<file path="config.mk">
export PLATFORM = sky130hd
export DESIGN_NAME = affine_texture_span_addresser
export DESIGN_NICKNAME = d
export VERILOG_FILES = /design/src/atsa_pkg.sv /design/src/atsa_mod.sv /design/src/affine_texture_span_addresser.sv
export SDC_FILE = /design/constraint.sdc
export NUM_CORES = 2
export LEC_CHECK = 0
export BUFFER_PORTS_ARGS = -buffer_cell sky130_fd_sc_hd__buf_4
export CORE_ASPECT_RATIO = 0.75
export CORE_UTILIZATION = 25
export CTS_CLUSTER_SIZE = 25
export DETAILED_ROUTE_END_ITERATION = 16
export GPL_ROUTABILITY_DRIVEN = 0
export PLACE_DENSITY = 0.42
export SYNTH_ARGS = -nofsm -noshare
export SYNTH_HDL_FRONTEND = slang
export SYNTH_HIERARCHICAL = 1
export SYNTH_SLANG_ARGS = --single-unit
</file>
<file path="constraint.sdc">
create_clock -name i_clk -period 9.8 [get_ports i_clk]
set_input_delay 1.47 -clock i_clk [delete_from_list [all_inputs] [get_ports i_clk]]
set_output_delay 1.47 -clock i_clk [all_outputs]
set_load 0.1 [all_outputs]
</file>
<file path="src/atsa_pkg.sv">
package atsa_pkg;

    // fixed field widths
    localparam int CFG_W   = 32;
    localparam int IDX_W   = 3;
    localparam int CNT_W   = 7;
    localparam int POS_W   = 16;
    localparam int IN_W    = 40;   // span_x, span_y, span_count, padded to bytes
    localparam int OUT_W   = 32;   // texel_x, texel_y
    localparam int MUL_B_W = 18;   // 2*pos+1 as a signed operand
    localparam int PROD_W  = CFG_W + MUL_B_W;
    localparam int ACC_W   = 52;   // doubled-unit source coordinate

    // register indexes
    localparam logic [IDX_W-1:0] CFG_INV_XX    = 3'd0;
    localparam logic [IDX_W-1:0] CFG_INV_XY    = 3'd1;
    localparam logic [IDX_W-1:0] CFG_INV_XT    = 3'd2;
    localparam logic [IDX_W-1:0] CFG_INV_YX    = 3'd3;
    localparam logic [IDX_W-1:0] CFG_INV_YY    = 3'd4;
    localparam logic [IDX_W-1:0] CFG_INV_YT    = 3'd5;
    localparam logic [IDX_W-1:0] CFG_TILE_MODE = 3'd6;
    localparam logic [IDX_W-1:0] CFG_TEX_SIZE  = 3'd7;

    // tile modes (unused code acts as clamp)
    localparam logic [1:0] TILE_CLAMP  = 2'd0;
    localparam logic [1:0] TILE_REPEAT = 2'd1;
    localparam logic [1:0] TILE_MIRROR = 2'd2;

    typedef enum logic [2:0] {
        S_IDLE,
        S_MUL,
        S_MOD_GO,
        S_MOD_WAIT,
        S_EMIT
    } t_state;

endpackage

</file>
<file path="src/atsa_mod.sv">
// Floor modulo, one dividend bit per cycle (restoring).
// Result is always in [0, divisor).
module atsa_mod
    import atsa_pkg::*;
#(
    parameter int DW = 35,
    parameter int PW = 17
) (
    input  logic          i_clk,
    input  logic          i_rst_n,
    input  logic          i_start,
    input  logic [DW-1:0] i_value,    // signed
    input  logic [PW-1:0] i_divisor,  // nonzero
    output logic          o_done,
    output logic [PW-1:0] o_rem
);

    localparam int CW = $clog2(DW + 1);

    logic          r_busy, n_busy;
    logic          r_done, n_done;
    logic          r_neg,  n_neg;
    logic [CW-1:0] r_cnt,  n_cnt;
    logic [DW-1:0] r_mag,  n_mag;
    logic [PW-1:0] r_rem,  n_rem;
    logic [PW-1:0] r_div,  n_div;
    logic [PW:0]   w_sh;
    logic [PW:0]   w_sub;

    assign w_sh  = {r_rem, r_mag[DW-1]};
    assign w_sub = w_sh - {1'b0, r_div};

    always_comb begin
        n_busy = r_busy;
        n_done = 1'b0;
        n_neg  = r_neg;
        n_cnt  = r_cnt;
        n_mag  = r_mag;
        n_rem  = r_rem;
        n_div  = r_div;
        if (i_start) begin
            n_busy = 1'b1;
            n_neg  = i_value[DW-1];
            n_mag  = i_value[DW-1] ? (~i_value + DW'(1)) : i_value;
            n_cnt  = CW'(DW);
            n_rem  = '0;
            n_div  = i_divisor;
        end else if (r_busy) begin
            if (r_cnt != '0) begin
                n_rem = (w_sh >= {1'b0, r_div}) ? w_sub[PW-1:0] : w_sh[PW-1:0];
                n_mag = r_mag << 1;
                n_cnt = r_cnt - CW'(1);
            end else begin
                // last step: finish and, for a negative dividend, fold remainder back into range
                n_busy = 1'b0;
                n_done = 1'b1;
                if (r_neg && (r_rem != '0)) begin
                    n_rem = r_div - r_rem;
                end
            end
        end
    end

    always_ff @(posedge i_clk) begin
        if (!i_rst_n) begin
            r_busy <= 1'b0;
            r_done <= 1'b0;
        end else begin
            r_busy <= n_busy;
            r_done <= n_done;
        end
        r_neg <= n_neg;
        r_cnt <= n_cnt;
        r_mag <= n_mag;
        r_rem <= n_rem;
        r_div <= n_div;
    end

    assign o_done = r_done;
    assign o_rem  = r_rem;

endmodule

</file>
<file path="src/affine_texture_span_addresser.sv">
// Channel   Dir  Handshake                     Payload (low bit up)
// s_axis    in   s_axis_tvalid/s_axis_tready   span_x[15:0] span_y[31:16] span_count[38:32]
// m_axis    out  m_axis_tvalid/m_axis_tready   texel_x[15:0] texel_y[31:16], tlast=span_last
// cfg       in   i_cfg_valid/o_cfg_ready       i_cfg_index, i_cfg_data (always ready)
//
// Per span: accept, then four products on the single 32x18 multiplier, then span_count
// pixels at one texel word per cycle while the output register is not stalled. Repeat
// and mirror add setup on the bit-serial modulo unit, which reduces start point and step
// into the tile.
// Synchronous active-low reset loads the identity matrix, clamp, 1x1 texture.
// The span port is ready only in idle; the output register stalls pixel stepping.
module affine_texture_span_addresser
    import atsa_pkg::*;
#(
    parameter int MAX_SPAN   = 64,
    parameter int FRAC_BITS  = 16,
    parameter int COORD_BITS = 16
) (
    input  logic             i_clk,
    input  logic             i_rst_n,
    // span requests
    input  logic             s_axis_tvalid,
    output logic             s_axis_tready,
    input  logic [IN_W-1:0]  s_axis_tdata,   // span_x, span_y, span_count
    // texel addresses
    output logic             m_axis_tvalid,
    input  logic             m_axis_tready,
    output logic [OUT_W-1:0] m_axis_tdata,   // texel_x, texel_y
    output logic             m_axis_tlast,   // span_last
    // register writes
    input  logic             i_cfg_valid,
    output logic             o_cfg_ready,
    input  logic [IDX_W-1:0] i_cfg_index,
    input  logic [CFG_W-1:0] i_cfg_data
);

    localparam int SH  = FRAC_BITS + 1;            // doubled units carry one extra bit
    localparam int IW  = ACC_W - SH;               // integer coordinate width
    localparam int CB  = COORD_BITS;
    localparam int PW  = CB + 1;                   // tile period, up to twice the size
    localparam int KW  = (MAX_SPAN > 1) ? $clog2(MAX_SPAN) : 1;

    // configuration registers
    logic [CFG_W-1:0] r_inv_xx, r_inv_xy, r_inv_xt;
    logic [CFG_W-1:0] r_inv_yx, r_inv_yy, r_inv_yt;
    logic [1:0]       r_tile_mode;
    logic [CFG_W-1:0] r_tex_size;

    t_state r_state, n_state;

    logic signed [ACC_W-1:0]  r_ax, n_ax, r_ay, n_ay;   // source coords, doubled units
    logic signed [PROD_W-1:0] r_prod, n_prod;
    logic [2:0]               r_mi, n_mi;               // product index
    logic [1:0]               r_job, n_job;             // modulo job: bit1 y, bit0 step
    logic [MUL_B_W-2:0]       r_cx2, n_cx2, r_cy2, n_cy2;
    logic [KW-1:0]            r_k, n_k, r_last_k, n_last_k;
    logic [PW-1:0]            r_rx, n_rx, r_ry, n_ry;   // coord residues
    logic [PW-1:0]            r_dqx, n_dqx, r_dqy, n_dqy; // step residues
    logic                     r_ovalid, n_ovalid;
    logic [CB-1:0]            r_tx, n_tx, r_ty, n_ty;
    logic                     r_tlast, n_tlast;

    // derived values
    logic [CB-1:0]            w_w, w_h;
    logic [PW-1:0]            w_px, w_py;
    logic                     w_wrap;
    logic signed [ACC_W-1:0]  w_sx, w_sy;
    logic [SH:0]              w_fx, w_fy;
    logic signed [CFG_W-1:0]  w_ma;
    logic signed [MUL_B_W-1:0] w_mb;
    logic signed [PROD_W-1:0] w_prod;
    logic [CNT_W-1:0]         w_cnt;
    logic                     w_fire;

    // modulo unit hookup
    logic          w_mod_start;
    logic          w_mod_done;
    logic [IW-1:0] w_mod_val;
    logic [PW-1:0] w_mod_div;
    logic [PW-1:0] w_mod_rem;

    // ---------------- register writes ----------------
    assign o_cfg_ready = 1'b1;

    always_ff @(posedge i_clk) begin
        if (!i_rst_n) begin
            r_inv_xx    <= CFG_W'(65536);
            r_inv_xy    <= '0;
            r_inv_xt    <= '0;
            r_inv_yx    <= '0;
            r_inv_yy    <= CFG_W'(65536);
            r_inv_yt    <= '0;
            r_tile_mode <= TILE_CLAMP;
            r_tex_size  <= CFG_W'(65537);
        end else if (i_cfg_valid) begin
            case (i_cfg_index)
                CFG_INV_XX:    r_inv_xx    <= i_cfg_data;
                CFG_INV_XY:    r_inv_xy    <= i_cfg_data;
                CFG_INV_XT:    r_inv_xt    <= i_cfg_data;
                CFG_INV_YX:    r_inv_yx    <= i_cfg_data;
                CFG_INV_YY:    r_inv_yy    <= i_cfg_data;
                CFG_INV_YT:    r_inv_yt    <= i_cfg_data;
                CFG_TILE_MODE: r_tile_mode <= i_cfg_data[1:0];
                CFG_TEX_SIZE:  r_tex_size  <= i_cfg_data;
                default: ;
            endcase
        end
    end

    // texture size, zero treated as one
    assign w_w = (r_tex_size[CB-1:0] == '0) ? CB'(1) : r_tex_size[CB-1:0];
    assign w_h = (r_tex_size[16+CB-1:16] == '0) ? CB'(1) : r_tex_size[16+CB-1:16];

    // wrap period: n for repeat, 2n for mirror
    assign w_wrap = (r_tile_mode == TILE_REPEAT) || (r_tile_mode == TILE_MIRROR);
    assign w_px = (r_tile_mode == TILE_MIRROR) ? {w_w, 1'b0} : {1'b0, w_w};
    assign w_py = (r_tile_mode == TILE_MIRROR) ? {w_h, 1'b0} : {1'b0, w_h};

    // per-pixel step = 2 * first matrix column
    assign w_sx = {{(ACC_W-CFG_W-1){r_inv_xx[CFG_W-1]}}, r_inv_xx, 1'b0};
    assign w_sy = {{(ACC_W-CFG_W-1){r_inv_yx[CFG_W-1]}}, r_inv_yx, 1'b0};

    // fraction carry into the integer part on a step
    assign w_fx = {1'b0, r_ax[SH-1:0]} + {1'b0, w_sx[SH-1:0]};
    assign w_fy = {1'b0, r_ay[SH-1:0]} + {1'b0, w_sy[SH-1:0]};

    // shared multiplier: xx*cx2, xy*cy2, yx*cx2, yy*cy2
    always_comb begin
        case (r_mi[1:0])
            2'd0:    w_ma = r_inv_xx;
            2'd1:    w_ma = r_inv_xy;
            2'd2:    w_ma = r_inv_yx;
            default: w_ma = r_inv_yy;
        endcase
        w_mb = r_mi[0] ? {1'b0, r_cy2} : {1'b0, r_cx2};
    end
    assign w_prod = w_ma * w_mb;

    // modulo jobs: start x, step x, start y, step y
    always_comb begin
        case (r_job)
            2'd0:    w_mod_val = r_ax[ACC_W-1:SH];
            2'd1:    w_mod_val = w_sx[ACC_W-1:SH];
            2'd2:    w_mod_val = r_ay[ACC_W-1:SH];
            default: w_mod_val = w_sy[ACC_W-1:SH];
        endcase
        w_mod_div = r_job[1] ? w_py : w_px;
    end
    assign w_mod_start = (r_state == S_MOD_GO);

    atsa_mod #(
        .DW (IW),
        .PW (PW)
    ) u_mod (
        .i_clk     (i_clk),
        .i_rst_n   (i_rst_n),
        .i_start   (w_mod_start),
        .i_value   (w_mod_val),
        .i_divisor (w_mod_div),
        .o_done    (w_mod_done),
        .o_rem     (w_mod_rem)
    );

    // tile rule for one axis
    function automatic logic [CB-1:0] f_tile(
        input logic [IW-1:0] i_int,
        input logic [PW-1:0] i_res,
        input logic [CB-1:0] i_n,
        input logic [1:0]    i_mode
    );
        logic [PW-1:0] v_refl;
        logic [CB-1:0] v_out;
        v_refl = {i_n, 1'b0} - PW'(1) - i_res;
        case (i_mode)
            TILE_REPEAT: v_out = i_res[CB-1:0];
            TILE_MIRROR: v_out = (i_res >= {1'b0, i_n}) ? v_refl[CB-1:0] : i_res[CB-1:0];
            default: begin
                if (i_int[IW-1]) begin
                    v_out = '0;
                end else if (i_int >= IW'(i_n)) begin
                    v_out = i_n - CB'(1);
                end else begin
                    v_out = i_int[CB-1:0];
                end
            end
        endcase
        return v_out;
    endfunction

    // residue advance: r + dq + carry, at most one period over
    function automatic logic [PW-1:0] f_adv(
        input logic [PW-1:0] i_res,
        input logic [PW-1:0] i_dq,
        input logic          i_cy,
        input logic [PW-1:0] i_p
    );
        logic [PW:0] v_sum;
        logic [PW:0] v_red;
        v_sum = {1'b0, i_res} + {1'b0, i_dq} + {{PW{1'b0}}, i_cy};
        v_red = v_sum - {1'b0, i_p};
        return (v_sum >= {1'b0, i_p}) ? v_red[PW-1:0] : v_sum[PW-1:0];
    endfunction

    // span count, saturated
    assign w_cnt = (s_axis_tdata[38:32] > CNT_W'(MAX_SPAN)) ? CNT_W'(MAX_SPAN)
                                                            : s_axis_tdata[38:32];

    assign s_axis_tready = (r_state == S_IDLE);
    assign w_fire = !r_ovalid || m_axis_tready;

    // ---------------- sequencer ----------------
    always_comb begin
        n_state  = r_state;
        n_ax     = r_ax;
        n_ay     = r_ay;
        n_prod   = r_prod;
        n_mi     = r_mi;
        n_job    = r_job;
        n_cx2    = r_cx2;
        n_cy2    = r_cy2;
        n_k      = r_k;
        n_last_k = r_last_k;
        n_rx     = r_rx;
        n_ry     = r_ry;
        n_dqx    = r_dqx;
        n_dqy    = r_dqy;
        n_ovalid = r_ovalid && !m_axis_tready;
        n_tx     = r_tx;
        n_ty     = r_ty;
        n_tlast  = r_tlast;

        case (r_state)
            S_IDLE: begin
                if (s_axis_tvalid) begin
                    // pixel centre in doubled units: 2p+1; start from 2*translation
                    n_cx2    = {s_axis_tdata[15:0], 1'b1};
                    n_cy2    = {s_axis_tdata[31:16], 1'b1};
                    n_ax     = {{(ACC_W-CFG_W-1){r_inv_xt[CFG_W-1]}}, r_inv_xt, 1'b0};
                    n_ay     = {{(ACC_W-CFG_W-1){r_inv_yt[CFG_W-1]}}, r_inv_yt, 1'b0};
                    n_mi     = '0;
                    n_k      = '0;
                    n_last_k = KW'(w_cnt - CNT_W'(1));
                    // zero-length span yields nothing
                    n_state  = (w_cnt == '0) ? S_IDLE : S_MUL;
                end
            end

            S_MUL: begin
                // product issued this cycle, previous one accumulated
                n_prod = w_prod;
                if (r_mi == 3'd1 || r_mi == 3'd2) begin
                    n_ax = r_ax + {{(ACC_W-PROD_W){r_prod[PROD_W-1]}}, r_prod};
                end else if (r_mi == 3'd3 || r_mi == 3'd4) begin
                    n_ay = r_ay + {{(ACC_W-PROD_W){r_prod[PROD_W-1]}}, r_prod};
                end
                n_mi = r_mi + 3'd1;
                if (r_mi == 3'd4) begin
                    n_job   = 2'd0;
                    n_state = w_wrap ? S_MOD_GO : S_EMIT;
                end
            end

            S_MOD_GO: begin
                n_state = S_MOD_WAIT;
            end

            S_MOD_WAIT: begin
                if (w_mod_done) begin
                    case (r_job)
                        2'd0:    n_rx  = w_mod_rem;
                        2'd1:    n_dqx = w_mod_rem;
                        2'd2:    n_ry  = w_mod_rem;
                        default: n_dqy = w_mod_rem;
                    endcase
                    n_job   = r_job + 2'd1;
                    n_state = (r_job == 2'd3) ? S_EMIT : S_MOD_GO;
                end
            end

            S_EMIT: begin
                if (w_fire) begin
                    n_ovalid = 1'b1;
                    n_tx     = f_tile(r_ax[ACC_W-1:SH], r_rx, w_w, r_tile_mode);
                    n_ty     = f_tile(r_ay[ACC_W-1:SH], r_ry, w_h, r_tile_mode);
                    n_tlast  = (r_k == r_last_k);
                    n_ax     = r_ax + w_sx;
                    n_ay     = r_ay + w_sy;
                    n_rx     = f_adv(r_rx, r_dqx, w_fx[SH], w_px);
                    n_ry     = f_adv(r_ry, r_dqy, w_fy[SH], w_py);
                    n_k      = r_k + KW'(1);
                    if (r_k == r_last_k) begin
                        n_state = S_IDLE;
                    end
                end
            end

            default: n_state = S_IDLE;
        endcase
    end

    always_ff @(posedge i_clk) begin
        if (!i_rst_n) begin
            r_state  <= S_IDLE;
            r_ovalid <= 1'b0;
        end else begin
            r_state  <= n_state;
            r_ovalid <= n_ovalid;
        end
    end

    always_ff @(posedge i_clk) begin
        r_ax     <= n_ax;
        r_ay     <= n_ay;
        r_prod   <= n_prod;
        r_mi     <= n_mi;
        r_job    <= n_job;
        r_cx2    <= n_cx2;
        r_cy2    <= n_cy2;
        r_k      <= n_k;
        r_last_k <= n_last_k;
        r_rx     <= n_rx;
        r_ry     <= n_ry;
        r_dqx    <= n_dqx;
        r_dqy    <= n_dqy;
        r_tx     <= n_tx;
        r_ty     <= n_ty;
        r_tlast  <= n_tlast;
    end

    assign m_axis_tvalid = r_ovalid;
    assign m_axis_tdata  = {16'(r_ty), 16'(r_tx)};
    assign m_axis_tlast  = r_tlast;

endmodule
</file>
; ---- Yosys cells after proc, flatten, opt, wreduce, memory -nomap -nowiden
; Index checks and enable logic that the tools add are counted.
[totals]
mem_bits_rw = 0
register_bits = 612
mem_count = 0
elab_cells = 221
latch_bits = 0
rom_bits = 0
[classes]
div_mod_pow = 0
multipliers = 1
shift = 0
n_eq_ne = 33
n_mux = 66
n_bitwise = 4
n_lt_le_gt_ge = 8
reduce_logical = 50
add_sub_neg = 26
[op_table]
columns = op, n
row1 = $mux 52, 7
row2 = $pmux 52 s3, 2
row3 = $mux 17, 15
row4 = $mux 35, 4
row5 = $mux 16, 8
row6 = $pmux 35 s3, 1
row7 = $add 52x33->52, 2
row8 = $add 52x52->52, 2
row9 = $pmux 32 s3, 1
row10 = $add 17x17->18, 4
row11 = $ge 35x16->1, 2
row12 = $pmux 17 s2, 2
row13 = $sub 17x17->17, 4
row14 = $pmux 16 s2, 2
row15 = $sub 16x1->16 const B, 4
row16 = $ge 18x17->1, 3
row17 = $mul 32x18->50, 1
row18 = $add 18x1->18, 2
row19 = $add 35x1->35 const B, 1
row20 = $not 35->35, 1
row21 = $ge 17x16->1, 2
row22 = $logic_not 16->1, 2
row23 = $sub 16x16->16, 2
row24 = $reduce_and 2->1, 14
row25 = 37 further kinds, 100

; ---- Depth between registers and ports, before layout
[logic_depth]
depth_word = 7
ltp_mapped = 35

; ---- Cells and area by module
; Netlist, hierarchy kept.
[by_module_without_submodules]
columns = mod, area_each_um2, seq_area_each_um2, cells_each, n_inst
row1 = affine_texture_span_addresser, 58891.5, 13733.2, 6810, 1
row2 = atsa_mod, 5599.1, 2092.0, 616, 1

; ---- Least setup slack after synthesis
; No wires, ideal clock.
[synth_timing]
path_type = reg-to-reg
from = reg r_mi[0]
to = reg r_prod[48] (data pin)
required_ns = 9.535
period_less_slack_ns = 8.621
setup_time_ns = 0.265
stages_incl_launch_ff = 33
t_arrival_ns = 8.356
path_slack_ns = 1.179
cell_sequence = edfxtp_1 > clkbuf_1 > buf_1 > inv_1 > ha_1 > clkbuf_1 > clkbuf_1 > a22oi_1 > nand2_1 > mux2i_1 > clkbuf_1 > nor2_1 > fa_1 > inv_1 > fa_1 > fa_1 > inv_1 > fa_1 > fa_1 > inv_1 > fa_1 > inv_1 > ha_1 > and3_4 > and4_4 > a221o_1 > a221o_1 > a31o_2 > a211o_1 > a41o_1 > o41ai_4 > o21ai_0 > xor2_1
[synth_via]
elab_chain_len = 3
elab_cells_between_ends = 6
cone_classes = mul: 1 / eq/ne: 2 / mux: 2 / reduce/logical: 1
[synth_lines]
columns = item, line_no
row1 = "start, declared", affine_texture_span_addresser.sv:53  ; logic [2:0] r_mi, n_mi;
row2 = "start signal, assigned", affine_texture_span_addresser.sv:315  ; r_mi <= n_mi;
row3 = $eq 2x2->1 (tied with other cells), affine_texture_span_addresser.sv:129  ; case (r_mi[1:0])
row4 = $pmux 32 s3, affine_texture_span_addresser.sv:129
row5 = $mul 32x18->50 *, affine_texture_span_addresser.sv:137  ; assign w_prod = w_ma * w_mb;
row6 = net w_prod[48], affine_texture_span_addresser.sv:71  ; logic signed [PROD_W-1:0] w_prod;
row7 = "end signal, assigned", affine_texture_span_addresser.sv:314  ; r_prod <= n_prod;
row8 = "end, declared", affine_texture_span_addresser.sv:52  ; logic signed [PROD_W-1:0] r_prod, n_prod;
; Mark *: on every way through the listed nets, which the timed path passes. The rest lies on a longest branch.
; A chain may end at the register's enable or synchronous reset.

; ---- Worst setup path in the final report
; Ends and elaborated chain as after synthesis.

==> results.json <==
{
  "power_density_nw_per_um2": 263.9,
  "clk_pin_slew_worst_paths_ns": 0.06,
  "crit_type": "flop to flop",
  "hold-worst-slack_ns": 0.4643,
  "tns_ns": 0,
  "vias": 54141,
  "ys_ff_latch": 612,
  "drcViolationCount": 0,
  "cts.sinks": 612,
  "synth-edff-count": 357,
  "ir_drop_mv": 0.1631,
  "nets": 8519,
  "clock_latency_ns": 0.70,
  "io_buffers": 113,
  "ys_async_sr_fraction_pct": 0,
  "regArea_um2": 15830,
  "first_pass_iters": 8,
  "stdcell_area_um2": 72040,
  "synthTopCellsByCount": "973 x nand2_1, 888 x inv_1, 610 x nor2_1, 535 x fa_1, 530 x ha_1",
  "cts_tree": "built",
  "crit_fanout": 15,
  "synth_top_cell_by_area": "edfxtp_1",
  "wl_per_cell_um": 22.40,
  "synth_most_common_cell": "nand2_1",
  "vias_per_cell": 4.983,
  "grt_usage_pct": 18.37,
  "multi_input_area_um2": 44150,
  "relSlewSlack_pct": 2.685,
  "initial_core_util_pct": 25.13,
  "synth.distinct_cells": 108,
  "yosysSeqAreaShare_pct": 24.54,
  "hpwl_mm": 191.0,
  "root_buffer": "clkbuf_16",
  "worstPathRequired_ns": 10.22,
  "syn_area_per_cell_um2": 8.684,
  "dieArea_um2": 260000,
  "synth_fp_nets": 8571,
  "setup_viol": 0,
  "max-cap-violations": 0,
  "rows": 161,
  "ys.warnings.count": 6,
  "grt_max_degree": 92,
  "skew_ns": 0.04156,
  "placed_area_um2": 69370,
  "finalMaxSlewViolations": 0,
  "status": "finished, final reports clean",
  "die_w_um": 588.5,
  "netlist.area_leader.share_pct": 16.62,
  "worst_slew_pin_slew_ns": 1.449,
  "syn_area_um2": 64490,
  "grt_pass1_vias": 53417,
  "startpoint_type": "flop",
  "grt_pass1_wl_mm": 359.6,
  "antenna_found_initial": 15,
  "drive_gt1_share_pct": 6.601,
  "worstPathArrival_ns": 9.49,
  "core_area_um2": 256600,
  "critPathSlowestCell": "fa_1",
  "cts_setup_buffers": 0,
  "min_period_ns": 9.069,
  "cts_inserted_buffers": 77,
  "synth-main-ff-cell": "edfxtp_1",
  "synthCells": 7426,
  "min_path_type": "flop to flop",
  "hold_violations": 0,
  "hold_buffers": 0,
  "antenna_left": 0,
  "clockBufferDepth": 3,
  "synthTopCellsByArea": "edfxtp_1 17%, fa_1 17%, ha_1 10%",
  "rsz0062_at_grt": "false",
  "fin_crit_sh_pct": 92.54,
  "final.fill_count": 27508,
  "p_leak_uw": 0.03105,
  "drt-total-wl_mm": 243.4,
  "end_kind": "flop",
  "die_h_um": 441.9,
  "slowest_delay_ns": 0.62,
  "max_freq_ghz": 0.1103,
  "cts_resized": 0,
  "io_pins": 116,
  "overflow": 0,
  "drt-initial-drc-count": 4766,
  "htreeDepth": 3,
  "syn2layout_area_growth_pct": 11.70
}
-- per-layer routing --
| metal | part of all wire [%] | GRT usage (%) |
|---|---|---|
| met2 | 41 | 26.61 |
| met5 | 0.0066 | 0 |
| met1 | 51 | 28.58 |
| met4 | 2.4 | 4.666 |
| met3 | 6.2 | 1.853 |
-- cells in the final DEF, fill, tap and decap left out, types with 49 or more instances in the layout --
cell,n
a211oi_1,49
a21boi_0,235
a21o_1,196
a21oi_1,425
a22oi_1,105
a31oi_1,55
and3_1,50
buf_4,229
clkbuf_16,84
dfxtp_1,255
edfxtp_1,357
fa_1,535
ha_1,529
inv_1,886
mux2i_1,115
nand2_1,972
nand2b_1,79
nand3_1,84
nand4_1,55
nor2_1,603
nor2b_1,58
nor3_1,84
o21ai_0,261
xnor2_1,243
xor2_1,155
-- stage by stage --
| step | total power (µW) | setup WS [ns] | std cells | utilization (%) |
|---|---|---|---|---|
| after global placement | 15760 | 0.7654 | 10718 | 27.03 |
| after detailed placement | 15820 | 0.8005 | 10718 | 27.03 |
| after floorplan | 12050 | 1.179 | 7426 | - |
| after CTS | 18980 | 0.7544 | 10861 | 28.07 |
| after global routing | 20430 | 0.2085 | 10865 | 28.07 |
| final | 19010 | 0.7313 | 10866 | 28.07 |
-- final timing paths --
kind	startpoint	to	slack (ns)	cells after the start
max	r_mi[0]$_SDFFCE_PN0P_	r_prod[48]$_DFFE_PP_	0.73	27
min	r_inv_yy[0]$_SDFFE_PN0P_	r_inv_yy[0]$_SDFFE_PN0P_	0.46	2
max reg2reg	r_mi[0]$_SDFFCE_PN0P_	r_prod[48]$_DFFE_PP_	0.73	27
min reg2reg	r_inv_yy[0]$_SDFFE_PN0P_	r_inv_yy[0]$_SDFFE_PN0P_	0.46	2
-- power by group --
group	internal [µW]	switching [µW]	total [µW]	leakage, µW
Sequential	3560	979	4540	0.00547
Clock	1750	1300	3060	0.00130
Combinational	4260	7160	11400	0.0243
-- flip-flops by register name (all words and copies together) (netlist names), 32 cells and up --
signal,flops
r_prod,50
r_inv_yt,32
r_inv_xy,32
u_mod/r_mag,35
r_tex_size,32
r_inv_xx,32
r_ay,52
r_inv_xt,32
r_ax,52
r_inv_yy,32
r_inv_yx,32
-- kinds of logic after synthesis --
| logic type | share of synthesized area [%] |
|---|---|
| AND/OR/NAND/NOR | 14.91 |
| AO/OA/AOI/OAI | 18.31 |
| buffers and inverters | 7.353 |
| adder cells (fa/ha/maj) | 26.89 |
| flip-flops | 24.54 |
| XOR/XNOR | 5.405 |
| multiplexers | 2.582 |
| other | 0.005815 |
-- final cells by class --
class | instances | share of cell area, %
well taps | 3423 | 5.945
inverters | 896 | 4.672
flip-flops and latches | 612 | 21.97
clock buffers | 108 | 3.182
diodes | 5 | 0.01737
repair buffers | 231 | 2.430
multi-input cells | 5556 | 61.28
clock inverters | 35 | 0.5019
-- critical path, delay by kind of cell, from the launching register on --
| family | cells | cell delay, ns |
|---|---|---|
| muxes | 1 | 0.44 |
| and+or+nand+nor | 1 | 0.16 |
| AOI/OAI and AO/OA | 8 | 2.24 |
| xor gates and xnor gates | 1 | 0.16 |
| adders and majority gates | 8 | 3.79 |
| DFF | 1 | 0.44 |
| buffers and inverters | 8 | 1.56 |
(Power assumes the default switching activity.)
